===== config.mk =====
export PLATFORM = sky130hd
export DESIGN_NAME = lorenz_midpoint_rk2_step_top
export DESIGN_NICKNAME = d
export VERILOG_FILES = /design/src/hdl/lmrk_pkg.sv /design/src/hdl/lmrk_ctrl.sv /design/src/hdl/lmrk_dpath.sv /design/src/hdl/lorenz_midpoint_rk2_step_top.sv
export SDC_FILE = /design/constraint.sdc
export NUM_CORES = 2
export LEC_CHECK = 0
export CAP_MARGIN = 20
export CORE_ASPECT_RATIO = 1.4
export CORE_MARGIN = 2
export CORE_UTILIZATION = 28
export CTS_BUF_LIST = sky130_fd_sc_hd__clkbuf_8
export CTS_CLUSTER_SIZE = 30
export DETAILED_ROUTE_END_ITERATION = 10
export DONT_BUFFER_PORTS = 1
export PLACE_DENSITY = 0.39
export SLEW_MARGIN = 20
export SYNTH_ARGS = -nofsm -noshare
export SYNTH_HDL_FRONTEND = slang
export SYNTH_SLANG_ARGS = --single-unit

===== constraint.sdc =====
create_clock -name clock -period 15.55 [get_ports clock]
set_clock_uncertainty 0.1 [all_clocks]
set_input_delay 3.11 -clock clock [delete_from_list [all_inputs] [get_ports clock]]
set_output_delay 3.11 -clock clock [all_outputs]
set_load 0.01 [all_outputs]

===== src/hdl/lmrk_pkg.sv =====
package lmrk_pkg;

   // configuration register indexes
   localparam int CsrIdxW = 2;
   localparam int CoefW   = 31;

   typedef enum logic [CsrIdxW-1:0] {
      CSR_STEP  = 2'd0,
      CSR_SIGMA = 2'd1,
      CSR_RHO   = 2'd2,
      CSR_BETA  = 2'd3
   } csr_idx_type;

   // request kinds carried on req_tuser
   typedef enum logic {
      CMD_LOAD = 1'b0,
      CMD_STEP = 1'b1
   } req_cmd_type;

   // multiplier operand selects
   typedef enum logic [1:0] {
      OPA_SX    = 2'd0,
      OPA_BETA  = 2'd1,
      OPA_SIGMA = 2'd2,
      OPA_H     = 2'd3
   } opa_sel_type;

   typedef enum logic [2:0] {
      OPB_SY = 3'd0,
      OPB_SZ = 3'd1,
      OPB_D1 = 3'd2,
      OPB_D2 = 3'd3,
      OPB_FX = 3'd4,
      OPB_FY = 3'd5,
      OPB_FZ = 3'd6
   } opb_sel_type;

   // writeback destinations
   typedef enum logic [3:0] {
      DST_T  = 4'd0,
      DST_FX = 4'd1,
      DST_FY = 4'd2,
      DST_FZ = 4'd3,
      DST_MX = 4'd4,
      DST_MY = 4'd5,
      DST_MZ = 4'd6,
      DST_PX = 4'd7,
      DST_PY = 4'd8,
      DST_PZ = 4'd9
   } wb_dst_type;

   // what the rounded product is combined with
   typedef enum logic [2:0] {
      ADD_NONE  = 3'd0,
      ADD_SUB_Y = 3'd1,
      ADD_T_SUB = 3'd2,
      ADD_PX    = 3'd3,
      ADD_PY    = 3'd4,
      ADD_PZ    = 3'd5
   } wb_add_type;

   typedef struct packed {
      logic        load;
      logic        start;
      logic        out_load;
      logic        diff_yx;
      logic        diff_rz;
      logic        src_m;
      logic        mul_en;
      opa_sel_type opa;
      opb_sel_type opb;
      logic        wb_en;
      wb_dst_type  wb_dst;
      wb_add_type  wb_add;
      logic        wb_half;
      logic        count;
   } dp_cmd_type;

   localparam int         UopW    = 4;
   localparam logic [3:0] UopLast = 4'd14;

   // one step of the integration program: a product issued per cycle,
   // the previous product rounded and written back in the same cycle
   function automatic dp_cmd_type rk_uop(input logic [UopW-1:0] idx);
      dp_cmd_type c;
      c = '0;
      unique case (idx)
         4'd0: begin
            c.diff_yx = 1'b1; c.diff_rz = 1'b1;
            c.mul_en = 1'b1; c.opa = OPA_SX; c.opb = OPB_SY;
         end
         4'd1: begin
            c.mul_en = 1'b1; c.opa = OPA_BETA; c.opb = OPB_SZ;
            c.wb_en = 1'b1; c.wb_dst = DST_T; c.wb_add = ADD_NONE;
         end
         4'd2: begin
            c.mul_en = 1'b1; c.opa = OPA_SIGMA; c.opb = OPB_D1;
            c.wb_en = 1'b1; c.wb_dst = DST_FZ; c.wb_add = ADD_T_SUB;
         end
         4'd3: begin
            c.mul_en = 1'b1; c.opa = OPA_SX; c.opb = OPB_D2;
            c.wb_en = 1'b1; c.wb_dst = DST_FX; c.wb_add = ADD_NONE;
         end
         4'd4: begin
            c.mul_en = 1'b1; c.opa = OPA_H; c.opb = OPB_FX;
            c.wb_en = 1'b1; c.wb_dst = DST_FY; c.wb_add = ADD_SUB_Y;
         end
         4'd5: begin
            c.mul_en = 1'b1; c.opa = OPA_H; c.opb = OPB_FY;
            c.wb_en = 1'b1; c.wb_dst = DST_MX; c.wb_add = ADD_PX; c.wb_half = 1'b1;
         end
         4'd6: begin
            c.mul_en = 1'b1; c.opa = OPA_H; c.opb = OPB_FZ;
            c.wb_en = 1'b1; c.wb_dst = DST_MY; c.wb_add = ADD_PY; c.wb_half = 1'b1;
         end
         4'd7: begin
            c.src_m = 1'b1; c.diff_yx = 1'b1;
            c.mul_en = 1'b1; c.opa = OPA_SX; c.opb = OPB_SY;
            c.wb_en = 1'b1; c.wb_dst = DST_MZ; c.wb_add = ADD_PZ; c.wb_half = 1'b1;
         end
         4'd8: begin
            c.src_m = 1'b1; c.diff_rz = 1'b1;
            c.mul_en = 1'b1; c.opa = OPA_BETA; c.opb = OPB_SZ;
            c.wb_en = 1'b1; c.wb_dst = DST_T; c.wb_add = ADD_NONE;
         end
         4'd9: begin
            c.src_m = 1'b1;
            c.mul_en = 1'b1; c.opa = OPA_SIGMA; c.opb = OPB_D1;
            c.wb_en = 1'b1; c.wb_dst = DST_FZ; c.wb_add = ADD_T_SUB;
         end
         4'd10: begin
            c.src_m = 1'b1;
            c.mul_en = 1'b1; c.opa = OPA_SX; c.opb = OPB_D2;
            c.wb_en = 1'b1; c.wb_dst = DST_FX; c.wb_add = ADD_NONE;
         end
         4'd11: begin
            c.src_m = 1'b1;
            c.mul_en = 1'b1; c.opa = OPA_H; c.opb = OPB_FX;
            c.wb_en = 1'b1; c.wb_dst = DST_FY; c.wb_add = ADD_SUB_Y;
         end
         4'd12: begin
            c.mul_en = 1'b1; c.opa = OPA_H; c.opb = OPB_FY;
            c.wb_en = 1'b1; c.wb_dst = DST_PX; c.wb_add = ADD_PX;
         end
         4'd13: begin
            c.mul_en = 1'b1; c.opa = OPA_H; c.opb = OPB_FZ;
            c.wb_en = 1'b1; c.wb_dst = DST_PY; c.wb_add = ADD_PY;
         end
         4'd14: begin
            c.wb_en = 1'b1; c.wb_dst = DST_PZ; c.wb_add = ADD_PZ;
            c.count = 1'b1;
         end
         default: begin
            c = '0;
         end
      endcase
      return c;
   endfunction

endpackage


===== src/hdl/lmrk_ctrl.sv =====
module lmrk_ctrl (
   input  logic                 clock,
   input  logic                 reset,
   input  logic                 req_tvalid,
   output logic                 req_tready,
   input  logic                 req_tuser,
   output logic                 rsp_tvalid,
   input  logic                 rsp_tready,
   output lmrk_pkg::dp_cmd_type cmd
);

   typedef enum logic [2:0] {
      ST_IDLE = 3'b001,
      ST_RUN  = 3'b010,
      ST_DONE = 3'b100
   } ctrl_state_type;

   ctrl_state_type              state_ff, state_in;
   logic [lmrk_pkg::UopW-1:0]   uop_ff, uop_in;
   logic                        rsp_valid_ff, rsp_valid_in;
   logic                        accept;

   assign req_tready = (state_ff == ST_IDLE);
   assign accept     = req_tvalid & req_tready;
   assign rsp_tvalid = rsp_valid_ff;

   // sequencer next state and datapath commands
   always_comb begin
      state_in     = state_ff;
      uop_in       = uop_ff;
      rsp_valid_in = rsp_valid_ff & ~rsp_tready;
      cmd          = '0;
      unique case (state_ff)
         ST_IDLE: begin
            if (accept) begin
               if (req_tuser == lmrk_pkg::CMD_LOAD) begin
                  cmd.load = 1'b1;
                  state_in = ST_DONE;
               end else begin
                  cmd.start = 1'b1;
                  uop_in    = '0;
                  state_in  = ST_RUN;
               end
            end
         end
         ST_RUN: begin
            cmd = lmrk_pkg::rk_uop(uop_ff);
            if (uop_ff == lmrk_pkg::UopLast) begin
               state_in = ST_DONE;
            end else begin
               uop_in = uop_ff + 4'd1;
            end
         end
         ST_DONE: begin
            // hand the result over once the output register is free
            if (!rsp_valid_ff || rsp_tready) begin
               cmd.out_load = 1'b1;
               rsp_valid_in = 1'b1;
               state_in     = ST_IDLE;
            end
         end
         default: begin
            state_in = ST_IDLE;
         end
      endcase
   end

   always_ff @(posedge clock) begin
      if (reset) begin
         state_ff     <= ST_IDLE;
         uop_ff       <= '0;
         rsp_valid_ff <= 1'b0;
      end else begin
         state_ff     <= state_in;
         uop_ff       <= uop_in;
         rsp_valid_ff <= rsp_valid_in;
      end
   end

endmodule


===== src/hdl/lmrk_dpath.sv =====
module lmrk_dpath #(
   parameter int         FRAC_BITS = 24,
   parameter logic [30:0] STEP_RST  = 31'd167772,
   parameter logic [30:0] SIGMA_RST = 31'd167772160,
   parameter logic [30:0] RHO_RST   = 31'd469762048,
   parameter logic [30:0] BETA_RST  = 31'd44739243
) (
   input  logic                        clock,
   input  logic                        reset,
   input  logic                        csr_we,
   input  logic [lmrk_pkg::CsrIdxW-1:0] csr_index,
   input  logic [lmrk_pkg::CoefW-1:0]   csr_wdata,
   input  logic [95:0]                 req_tdata,
   input  lmrk_pkg::dp_cmd_type        cmd,
   output logic [127:0]                rsp_tdata,
   output logic                        rsp_tuser
);

   localparam logic signed [63:0] SatHi    = 64'sh0000_0000_7FFF_FFFF;
   localparam logic signed [63:0] SatLo    = -64'sh0000_0000_8000_0000;
   localparam logic signed [63:0] BiasFull = 64'sd1 <<< (FRAC_BITS - 1);
   localparam logic signed [63:0] BiasHalf = 64'sd1 <<< FRAC_BITS;

   function automatic logic signed [31:0] sat_val(input logic signed [63:0] v);
      logic signed [31:0] r;
      if (v > SatHi) begin
         r = 32'sh7FFF_FFFF;
      end else if (v < SatLo) begin
         r = -32'sh8000_0000;
      end else begin
         r = v[31:0];
      end
      return r;
   endfunction

   function automatic logic sat_ovf(input logic signed [63:0] v);
      return (v > SatHi) || (v < SatLo);
   endfunction

   // coefficients
   logic [30:0]        step_ff, sigma_ff, rho_ff, beta_ff;
   // state, midpoint, derivatives, differences, partial term
   logic signed [31:0] px_ff, py_ff, pz_ff, px_in, py_in, pz_in;
   logic signed [31:0] mx_ff, my_ff, mz_ff, mx_in, my_in, mz_in;
   logic signed [31:0] fx_ff, fy_ff, fz_ff, fx_in, fy_in, fz_in;
   logic signed [31:0] d1_ff, d2_ff, d1_in, d2_in;
   logic signed [63:0] t_ff, t_in;
   logic [31:0]        steps_ff, steps_in;
   logic               sat_ff, sat_in;
   logic signed [63:0] prod_ff;
   // output register
   logic [31:0]        rsp_x_ff, rsp_y_ff, rsp_z_ff, rsp_steps_ff;
   logic               rsp_sat_ff;

   logic signed [31:0] src_x, src_y, src_z;
   logic signed [31:0] opa, opb;
   logic signed [63:0] prod_in;
   logic signed [63:0] dyx_wide, drz_wide;
   logic signed [63:0] biased, rnd, wb_sum;
   logic signed [31:0] wb_val;
   logic               wb_ovf;

   // operand source: state or midpoint
   assign src_x = cmd.src_m ? mx_ff : px_ff;
   assign src_y = cmd.src_m ? my_ff : py_ff;
   assign src_z = cmd.src_m ? mz_ff : pz_ff;

   // differences ahead of the derivative products
   assign dyx_wide = 64'(src_y) - 64'(src_x);
   assign drz_wide = $signed({33'd0, rho_ff}) - 64'(src_z);

   // shared multiplier operands
   always_comb begin
      case (cmd.opa)
         lmrk_pkg::OPA_SX:    opa = src_x;
         lmrk_pkg::OPA_BETA:  opa = $signed({1'b0, beta_ff});
         lmrk_pkg::OPA_SIGMA: opa = $signed({1'b0, sigma_ff});
         lmrk_pkg::OPA_H:     opa = $signed({1'b0, step_ff});
         default:             opa = src_x;
      endcase
      case (cmd.opb)
         lmrk_pkg::OPB_SY: opb = src_y;
         lmrk_pkg::OPB_SZ: opb = src_z;
         lmrk_pkg::OPB_D1: opb = d1_ff;
         lmrk_pkg::OPB_D2: opb = d2_ff;
         lmrk_pkg::OPB_FX: opb = fx_ff;
         lmrk_pkg::OPB_FY: opb = fy_ff;
         lmrk_pkg::OPB_FZ: opb = fz_ff;
         default:          opb = src_y;
      endcase
   end

   // signed 32x32 product, sign extended to the full width
   assign prod_in = 64'(opa) * 64'(opb);

   // round to nearest, ties up, then combine with the selected term
   assign biased = prod_ff + (cmd.wb_half ? BiasHalf : BiasFull);
   assign rnd    = cmd.wb_half ? (biased >>> (FRAC_BITS + 1)) : (biased >>> FRAC_BITS);

   always_comb begin
      case (cmd.wb_add)
         lmrk_pkg::ADD_NONE:  wb_sum = rnd;
         lmrk_pkg::ADD_SUB_Y: wb_sum = rnd - 64'(src_y);
         lmrk_pkg::ADD_T_SUB: wb_sum = t_ff - rnd;
         lmrk_pkg::ADD_PX:    wb_sum = rnd + 64'(px_ff);
         lmrk_pkg::ADD_PY:    wb_sum = rnd + 64'(py_ff);
         lmrk_pkg::ADD_PZ:    wb_sum = rnd + 64'(pz_ff);
         default:             wb_sum = rnd;
      endcase
   end

   assign wb_val = sat_val(wb_sum);
   assign wb_ovf = sat_ovf(wb_sum);

   // register updates
   always_comb begin
      px_in    = px_ff;
      py_in    = py_ff;
      pz_in    = pz_ff;
      mx_in    = mx_ff;
      my_in    = my_ff;
      mz_in    = mz_ff;
      fx_in    = fx_ff;
      fy_in    = fy_ff;
      fz_in    = fz_ff;
      d1_in    = d1_ff;
      d2_in    = d2_ff;
      t_in     = t_ff;
      steps_in = steps_ff;
      sat_in   = sat_ff;

      if (cmd.load) begin
         px_in    = $signed(req_tdata[31:0]);
         py_in    = $signed(req_tdata[63:32]);
         pz_in    = $signed(req_tdata[95:64]);
         steps_in = '0;
         sat_in   = 1'b0;
      end
      if (cmd.start) begin
         sat_in = 1'b0;
      end
      if (cmd.diff_yx) begin
         d1_in = sat_val(dyx_wide);
         if (sat_ovf(dyx_wide)) begin
            sat_in = 1'b1;
         end
      end
      if (cmd.diff_rz) begin
         d2_in = sat_val(drz_wide);
         if (sat_ovf(drz_wide)) begin
            sat_in = 1'b1;
         end
      end
      if (cmd.wb_en) begin
         if (cmd.wb_dst != lmrk_pkg::DST_T && wb_ovf) begin
            sat_in = 1'b1;
         end
         case (cmd.wb_dst)
            lmrk_pkg::DST_T:  t_in  = wb_sum;
            lmrk_pkg::DST_FX: fx_in = wb_val;
            lmrk_pkg::DST_FY: fy_in = wb_val;
            lmrk_pkg::DST_FZ: fz_in = wb_val;
            lmrk_pkg::DST_MX: mx_in = wb_val;
            lmrk_pkg::DST_MY: my_in = wb_val;
            lmrk_pkg::DST_MZ: mz_in = wb_val;
            lmrk_pkg::DST_PX: px_in = wb_val;
            lmrk_pkg::DST_PY: py_in = wb_val;
            lmrk_pkg::DST_PZ: pz_in = wb_val;
            default:          t_in  = t_ff;
         endcase
      end
      if (cmd.count) begin
         steps_in = steps_ff + 32'd1;
      end
   end

   // coefficients, state and flag
   always_ff @(posedge clock) begin
      if (reset) begin
         step_ff  <= STEP_RST;
         sigma_ff <= SIGMA_RST;
         rho_ff   <= RHO_RST;
         beta_ff  <= BETA_RST;
         px_ff    <= '0;
         py_ff    <= '0;
         pz_ff    <= '0;
         steps_ff <= '0;
         sat_ff   <= 1'b0;
      end else begin
         if (csr_we) begin
            unique case (csr_index)
               lmrk_pkg::CSR_STEP:  step_ff  <= csr_wdata;
               lmrk_pkg::CSR_SIGMA: sigma_ff <= csr_wdata;
               lmrk_pkg::CSR_RHO:   rho_ff   <= csr_wdata;
               lmrk_pkg::CSR_BETA:  beta_ff  <= csr_wdata;
               default:             step_ff  <= step_ff;
            endcase
         end
         px_ff    <= px_in;
         py_ff    <= py_in;
         pz_ff    <= pz_in;
         steps_ff <= steps_in;
         sat_ff   <= sat_in;
      end
   end

   // scratch registers and product
   always_ff @(posedge clock) begin
      mx_ff <= mx_in;
      my_ff <= my_in;
      mz_ff <= mz_in;
      fx_ff <= fx_in;
      fy_ff <= fy_in;
      fz_ff <= fz_in;
      d1_ff <= d1_in;
      d2_ff <= d2_in;
      t_ff  <= t_in;
      if (cmd.mul_en) begin
         prod_ff <= prod_in;
      end
   end

   // output register
   always_ff @(posedge clock) begin
      if (cmd.out_load) begin
         rsp_x_ff     <= px_ff;
         rsp_y_ff     <= py_ff;
         rsp_z_ff     <= pz_ff;
         rsp_steps_ff <= steps_ff;
         rsp_sat_ff   <= sat_ff;
      end
   end

   assign rsp_tdata = {rsp_steps_ff, rsp_z_ff, rsp_y_ff, rsp_x_ff};
   assign rsp_tuser = rsp_sat_ff;

endmodule


===== src/hdl/lorenz_midpoint_rk2_step_top.sv =====
// Lorenz system integrator, second-order midpoint Runge-Kutta, signed fixed
// point with FRAC_BITS fraction bits (Q8.24 by default). A beat with tuser 0
// loads x, y, z and clears the step count; a beat with tuser 1 takes one step
// of size h and returns the new state, the step count and a flag that is set
// when any intermediate value saturated to 32 bits. A load also returns a
// result. In a step the sequencer passes the 14 products one after another
// through the single 32x32 multiplier and its rounding stage, and then moves
// the result into the output register. The next request is accepted in the
// cycle after that move, while the result may still wait for rsp_tready.
// The user must write coefficients through the csr port while idle; the
// block itself does not enforce it.
module lorenz_midpoint_rk2_step_top #(
   parameter int FRAC_BITS = 24
) (
   input  logic         clock,
   input  logic         reset,
   // configuration write port
   input  logic         csr_we,
   input  logic [1:0]   csr_index,
   input  logic [30:0]  csr_wdata,
   // request stream
   input  logic         req_tvalid,
   output logic         req_tready,
   input  logic [95:0]  req_tdata,   // load_x, load_y, load_z
   input  logic         req_tuser,   // cmd
   // result stream
   output logic         rsp_tvalid,
   input  logic         rsp_tready,
   output logic [127:0] rsp_tdata,   // out_x, out_y, out_z, step_count
   output logic         rsp_tuser    // saturated
);

   // reset coefficients, rounded to nearest and clipped to 31 bits
   localparam longint unsigned One      = 64'd1 << FRAC_BITS;
   localparam longint unsigned StepRaw  = (2 * 1 * One / 100 + 1) / 2;
   localparam longint unsigned SigmaRaw = (2 * 10 * One / 1 + 1) / 2;
   localparam longint unsigned RhoRaw   = (2 * 28 * One / 1 + 1) / 2;
   localparam longint unsigned BetaRaw  = (2 * 8 * One / 3 + 1) / 2;
   localparam longint unsigned CoefMax  = 64'h7FFF_FFFF;
   localparam logic [30:0] StepRst  = (StepRaw > CoefMax) ? '1 : StepRaw[30:0];
   localparam logic [30:0] SigmaRst = (SigmaRaw > CoefMax) ? '1 : SigmaRaw[30:0];
   localparam logic [30:0] RhoRst   = (RhoRaw > CoefMax) ? '1 : RhoRaw[30:0];
   localparam logic [30:0] BetaRst  = (BetaRaw > CoefMax) ? '1 : BetaRaw[30:0];

   lmrk_pkg::dp_cmd_type cmd;

   lmrk_ctrl u_ctrl (
      .clock      (clock),
      .reset      (reset),
      .req_tvalid (req_tvalid),
      .req_tready (req_tready),
      .req_tuser  (req_tuser),
      .rsp_tvalid (rsp_tvalid),
      .rsp_tready (rsp_tready),
      .cmd        (cmd)
   );

   lmrk_dpath #(
      .FRAC_BITS (FRAC_BITS),
      .STEP_RST  (StepRst),
      .SIGMA_RST (SigmaRst),
      .RHO_RST   (RhoRst),
      .BETA_RST  (BetaRst)
   ) u_dpath (
      .clock     (clock),
      .reset     (reset),
      .csr_we    (csr_we),
      .csr_index (csr_index),
      .csr_wdata (csr_wdata),
      .req_tdata (req_tdata),
      .cmd       (cmd),
      .rsp_tdata (rsp_tdata),
      .rsp_tuser (rsp_tuser)
   );

endmodule


# ---- After elaboration in Yosys (flattened, before gate mapping)
# Cells that the tools add are included.
dict set report word_totals {
  ff_bits 774
  output_inout_bits 131
  wordCells 187
  in_bits 135
}
dict set report classes {
  bitwise_logic 3
  multipliers 1
  n_addsub 10
  eq_ne 48
  muxes 56
  n_reduce_logical 36
  magnitude_cmp 6
}
# op count
set op_table {}
lappend op_table {{two-way mux 32 bit} 18}
lappend op_table {{case mux 64 bit (5 select lines)} 1}
lappend op_table {{> comparator 64 x 32 -> 1 bit, second input constant} 3}
lappend op_table {{less-than comparator 64 x 32 -> 1 bit, second input constant} 3}
lappend op_table {{case mux 32 bit (6 select lines)} 1}
lappend op_table {{case mux 32 bit (4 select lines)} 1}
lappend op_table {{adder 40 x 32 -> 41 bit} 3}
lappend op_table {{case mux 8 bit (10 select lines)} 1}
lappend op_table {{subtractor 32 x 32 -> 33 bit} 2}
lappend op_table {{adder 64 x 26 -> 64 bit} 1}
lappend op_table {{multiplier 32 x 32 -> 64 bit} 1}
lappend op_table {{subtractor 64 x 40 -> 64 bit} 1}
lappend op_table {{case mux 6 bit (7 select lines)} 1}
lappend op_table {{subtractor 40 x 32 -> 41 bit} 1}
lappend op_table {{two-way mux 39 bit} 1}
lappend op_table {{equality test 4 bit, second input constant} 9}
lappend op_table {{adder 32 x 1 -> 32 bit, second input constant} 1}
lappend op_table {{equality test 4 x 3 -> 1 bit, second input constant} 8}
lappend op_table {{two-way mux 25 bit} 1}
lappend op_table {{AND reduction 2 bit} 11}
lappend op_table {{two-way mux 1 bit} 19}
lappend op_table {{two-way mux 19 bit} 1}
lappend op_table {{equality test 3 bit, second input constant} 6}
lappend op_table {{equality test 4 x 2 -> 1 bit, second input constant} 4}
lappend op_table {{27 further kinds} 61}

# ---- Logic depth before layout (Yosys ltp)
dict set report depth {
  depth_word 14
  ltp_mapped 46
  depth_no_buf 42
}

# ---- Cells and area by module
# Synthesis repeated with hierarchy kept, for this count alone.
dict set report unflattened {
  hier_cells 9570
  area_unflattened_um2 86247.7
}
# module seq_area_each_um2 area_each_um2 n_inst cells_per_inst
set by_module_without_submodules {}
lappend by_module_without_submodules {lmrk_dpath 19779.0 85410.7 1 9454}
lappend by_module_without_submodules {lmrk_ctrl 160.2 837.1 1 116}

# ---- Worst setup path after synthesis
# Ideal clock, no wire load.
dict set report synth_path {
  path_kind {flip-flop to flip-flop}
  startpoint {register u_ctrl.uop_ff[1] (netlist name)}
  endpoint {register u_dpath.prod_ff[57], data pin}
  arrival_time_ps 10497
  path_buffers 5
  slack_ps 4688
  t_required_ps 15185
  path_stages_with_launch 43
  setup_ps 265
  synth_period_minus_slack_ps 10862
  cell_sequence {dfxtp_1 -> inv_1 -> ha_1 -> buf_2 -> buf_2 -> or2_2 -> o21ai_0 -> inv_1 -> and2_1 -> clkbuf_1 -> a222oi_1 -> o21ai_0 -> nor3_1 -> a21o_1 -> clkbuf_1 -> clkbuf_1 -> nor2_1 -> fa_1 -> [... 7 more ...] -> fa_1 -> inv_1 -> fa_1 -> inv_1 -> ha_1 -> a21o_1 -> a21oi_1 -> nand2_1 -> a41oi_1 -> a2111oi_0 -> nor3b_1 -> a21oi_1 -> o21a_1 -> o21ai_0 -> a21oi_1 -> o21ba_2 -> o21ai_0 -> xor2_1}
}
dict set report synth_between {
  elab_chain_len 7
}
# element line
set synth_rtl {}
lappend synth_rtl {{start: declaration} lmrk_ctrl.sv:19} ;# logic [lmrk_pkg::UopW-1:0] uop_ff, uop_in;
lappend synth_rtl {{start signal: assignment} lmrk_ctrl.sv:75} ;# uop_ff <= uop_in;
lappend synth_rtl {{equality test 4 bit (tied with other cells)} lmrk_pkg.sv:87} ;# unique case (idx)
lappend synth_rtl {{OR reduction 2 bit (no source line) or OR reduction 5 bit (tied branches)} --}
lappend synth_rtl {{case mux 6 bit (7 select lines) or two-way mux 1 bit (tied branches)} lmrk_pkg.sv:87}
lappend synth_rtl {{two-way mux 19 bit *} lmrk_ctrl.sv:33} ;# unique case (state_ff)
lappend synth_rtl {{equality test 3 bit (tied with other cells)} lmrk_dpath.sv:81} ;# case (cmd.opb)
lappend synth_rtl {{case mux 32 bit (6 select lines) or case mux 32 bit (4 select lines) (tied branches)} {lmrk_dpath.sv:81, lmrk_dpath.sv:74}}
lappend synth_rtl {{multiplier 32 x 32 -> 64 bit *} lmrk_dpath.sv:94} ;# assign prod_in = 64'(opa) * 64'(opb);
lappend synth_rtl {{via u_dpath.prod_in[57]} lmrk_dpath.sv:57} ;# logic signed [63:0] prod_in;
lappend synth_rtl {{end signal: assignment} lmrk_dpath.sv:219} ;# prod_ff <= prod_in;
lappend synth_rtl {{end: declaration} lmrk_dpath.sv:50} ;# logic signed [63:0] prod_ff;
# The timed path passes the listed nets; every way through them passes the cells marked *.
# A chain may end at the register's enable or synchronous reset.

# ---- Final worst setup path
dict set report layout_path {
  startpoint {register u_ctrl.uop_ff[0] (netlist name)}
  endpoint {register u_dpath.prod_ff[49], data pin}
}
# The elaborated chain is that of the path after synthesis.

==> summary.txt <==
Routing
  • Antenna-violating nets left: 0
  • DR pass1 iterations: 8
  • Total number of vias: 73900
  • DR vias/cell: 5.46
  • DRC viols: 0
  • WL per Instance: 32.0 µm
  • DRT iter0 DRCs: 6190
  • Final WL: 434000 µm

Cells and area
  • Max FFs per register: 64
  • Biggest regs: u_dpath.t_ff x64, u_dpath.prod_ff x41
  • Layout cells sized above 1: 7.36%
  • Largest Register: u_dpath.t_ff
  • Final net count: 11100
  • Area Overhead vs Synth: 10.3%

Synth
  • Yosys top cell by area: fa_1
  • Post-synth ARST share: 0%
  • Syn avg cell area: 8.92 µm²
  • Post-synth EDFFs: 490
  • Syn_nets: 11200
  • Synth Register Bits: 751
  • Post-synthesis sequential area ratio: 23.5%
  • Top cells by area, synth: fa_1, edfxtp_1, ha_1, dfxtp_1, nand2_1
  • Mapped Cells: 9501
  • Area share of the largest cell type after synthesis: 25.7%
  • Yosys warning count: 0
  • Top_reg_cell synth: edfxtp_1
  • Synth cell types: 99
  • Mapped cell area: 0.0848 mm²

Flow run
  • Max Cap Viol: 0

Setup path
  • Worst path slowest cell: mux2i_1
  • Crit path DAT: 13950 ps
  • CP Capture Type: flip-flop
  • WP data required: 16030 ps
  • Most used cell, CP: fa_1
  • Startpoint types: flip-flop
  • Crit Reg-Reg Endpoint: u_dpath.prod_ff[49]$_DFFE_PP_
  • CP Class: reg -> reg
  • Critical R2R Launch: u_ctrl.uop_ff[0]$_SDFFE_PP0P_
  • CP max FO: 48
  • Reg-to-reg setup timing slack: 2080 ps
  • FF-to-FF path depth: 37
  • Worst path max stage delay: 900 ps

Clock tree
  • Root buf cell: clkbuf_8
  • CTS H-Tree Depth: 4
  • Clock buffer depth: 4
  • Clk Latency, worst-skew pair: 940 ps
  • TritonCTS Buffers: 142
  • CTS-repair resized insts: 0
  • Hold_buf cts: 0
  • CTS tree: done
  • CTS clock-pin slew for the worst setup and hold paths: 60 ps
  • Setup Fix Bufs, Post-CTS: 0
  • Clk sinks: 751

Min path
  • Hold path startpoint: u_dpath.sat_ff$_SDFF_PP0_
  • Hold Crit Endpoint: u_dpath.rsp_tuser$_DFFE_PP_
  • Hold Path Cell Cnt: 0
  • Hold WC Path Type: reg -> reg

Status
  • Status: completed

GRT
  • Grt total ovfl: 0
  • First-pass GRT wire length: 599000 µm
  • Pin count of the biggest net entering global routing: 138
  • Initial antenna violation count: 36
  • GRT Util Overall: 27.8%
  • Number of global-route vias before repair: 76900

Timing
  • Fin. Hold Viols: 0
  • WHS: 335 ps
  • Final period util: 86.6%
  • Final setup vio count: 0
  • Unrepaired setup endpoints after global routing: no
  • Actual slew at the worst max-slew pin: 1220 ps
  • Relative slew slack: 17.3%
  • Setup TNS: 0 ps
  • FMAX: 74.2 MHz
  • Tmin final: 13470 ps
  • Slew Limit Fails: 0

Floorplanning
  • Core Rows: 239
  • IO Pins: 266
  • Total core area: 0.302 mm²
  • Initial core utilization: 28.1%
  • Chip Height: 655 µm
  • Die area: 0.307 mm²
  • Die X: 469 µm

Pwr
  • Pwr/cell area: 61.2 mW/mm²
  • Tot Pwr: 5.73 mW
  • Max IR drop VDD: 0.0542 mV
  • LEAKAGE: 39.8 nW

Place
  • DP HPWL: 346000 µm
  • Routability cong.: 1.02
  • Buffers on Ports: 0
[stage by stage]
step	setup slack [ps]	std cells	instance area [µm²]	util, %
6_report	2080	13500	93500	30.9
5_1_grt	1580	13500	93500	30.9
4_1_cts	2310	13500	93400	30.9
3_5_place_dp	2400	13300	90700	30.0
3_3_place_gp	2490	13300	90600	30.0
2_1_floorplan	4690	9501	84800	-
[cells in the mapped netlist (28+ instances only)]
library cell / number
buf_1: 45
o211ai_1: 51
xor2_1: 123
and3_1: 53
o21a_1: 50
a22oi_1: 45
nand2b_1: 70
ha_1: 472
o31ai_1: 28
mux2i_1: 227
a21oi_1: 732
o22ai_1: 107
or3_1: 38
fa_1: 1089
nor2_1: 866
o21bai_1: 45
clkbuf_1: 440
nor3_1: 108
and2_1: 68
nand3_1: 189
a222oi_1: 37
a211oi_1: 53
dfxtp_1: 261
nor2b_1: 47
a21o_1: 168
o21ai_0: 425
nor4_1: 30
xnor2_1: 175
nand2_1: 1204
a31oi_1: 67
inv_1: 1159
or2_2: 42
nand4_1: 98
edfxtp_1: 490
[per-layer routing]
metal / vias up / track usage, % / part of all wire, % / routed length [µm]
met5: - / 0 / 0.0092 / 40
met3: 1014 / 3.21 / 4.8 / 21000
li1: 31900 / - / - / -
met4: 6 / 21.4 / 9.4 / 40800
met1: 38100 / 30.0 / 36 / 155000
met2: 2836 / 49.4 / 50 / 217000
[power by group]
group | total [mW] | switching [mW] | internal, mW
sequential | 2.24 | 0.0599 | 2.18
clock | 1.98 | 0.980 | 1.00
combinational | 1.50 | 1.01 | 0.493
[cell usage in the layout (no fill, tap or decap), types with 174 or more instances in the layout]
cell type,n
a21oi_1,703
nand2_1,1202
buf_4,303
fa_1,1089
edfxtp_1,490
inv_1,1204
o21ai_0,416
ha_1,472
xnor2_1,174
nor2_1,853
dfxtp_1,261
nand3_1,189
mux2i_1,213
[kinds of logic (layout without fill, tap and decap cells)]
group / count (synthesis) / count (layout) / synth area share [%]
flops: 751 / 751 / 23.5
xor+xnor: 298 / 298 / 3.08
simple gates: 2888 / 2888 / 15.0
other cells: 0 / 14 / 0
fa+ha+maj: 1568 / 1568 / 32.8
buf+inv: 1674 / 1714 / 7.49
compound gates: 2072 / 2072 / 15.2
mux: 250 / 250 / 2.99
[layout make-up]
class,instances,area [µm²]
clock buffer,162,2230
timing repair buffer,305,2320
tap,3976,4970
clock inverter,87,479
sequential,751,19900
antenna,14,35.0
fill,32100,209000
inverter,1160,4350
multi-input combinational,7076,59100
[worst max path at each step]
stage,start,to,slack (ps),depth (start not counted)
final,u_ctrl.uop_ff[0]$_SDFFE_PP0P_,u_dpath.prod_ff[49]$_DFFE_PP_,2080,37
after global routing,u_ctrl.uop_ff[0]$_SDFFE_PP0P_,u_dpath.prod_ff[49]$_DFFE_PP_,1580,37
after CTS,u_ctrl.uop_ff[0]$_SDFFE_PP0P_,u_dpath.prod_ff[49]$_DFFE_PP_,2310,37
after detailed placement,u_ctrl.uop_ff[0]$_SDFFE_PP0P_,u_dpath.prod_ff[49]$_DFFE_PP_,2400,37
after global placement,u_ctrl.uop_ff[0]$_SDFFE_PP0P_,u_dpath.prod_ff[49]$_DFFE_PP_,2490,37
after floorplan,u_ctrl.uop_ff[1]$_SDFFE_PP0P_,u_dpath.prod_ff[57]$_DFFE_PP_,4690,42
[worst max-delay path: cells and delay by family (launching register included)]
kind	cells	cell delay [ps]
flip-flops	1	380
XOR/XNOR	1	110
buffers and inverters	6	1010
AND/OR/NAND/NOR	5	1310
AO/OA/AOI/OAI	14	4420
adder cells (fa/ha/maj)	10	4790
multiplexers	1	900
No activity file was read; power rests on OpenSTA's default activity.
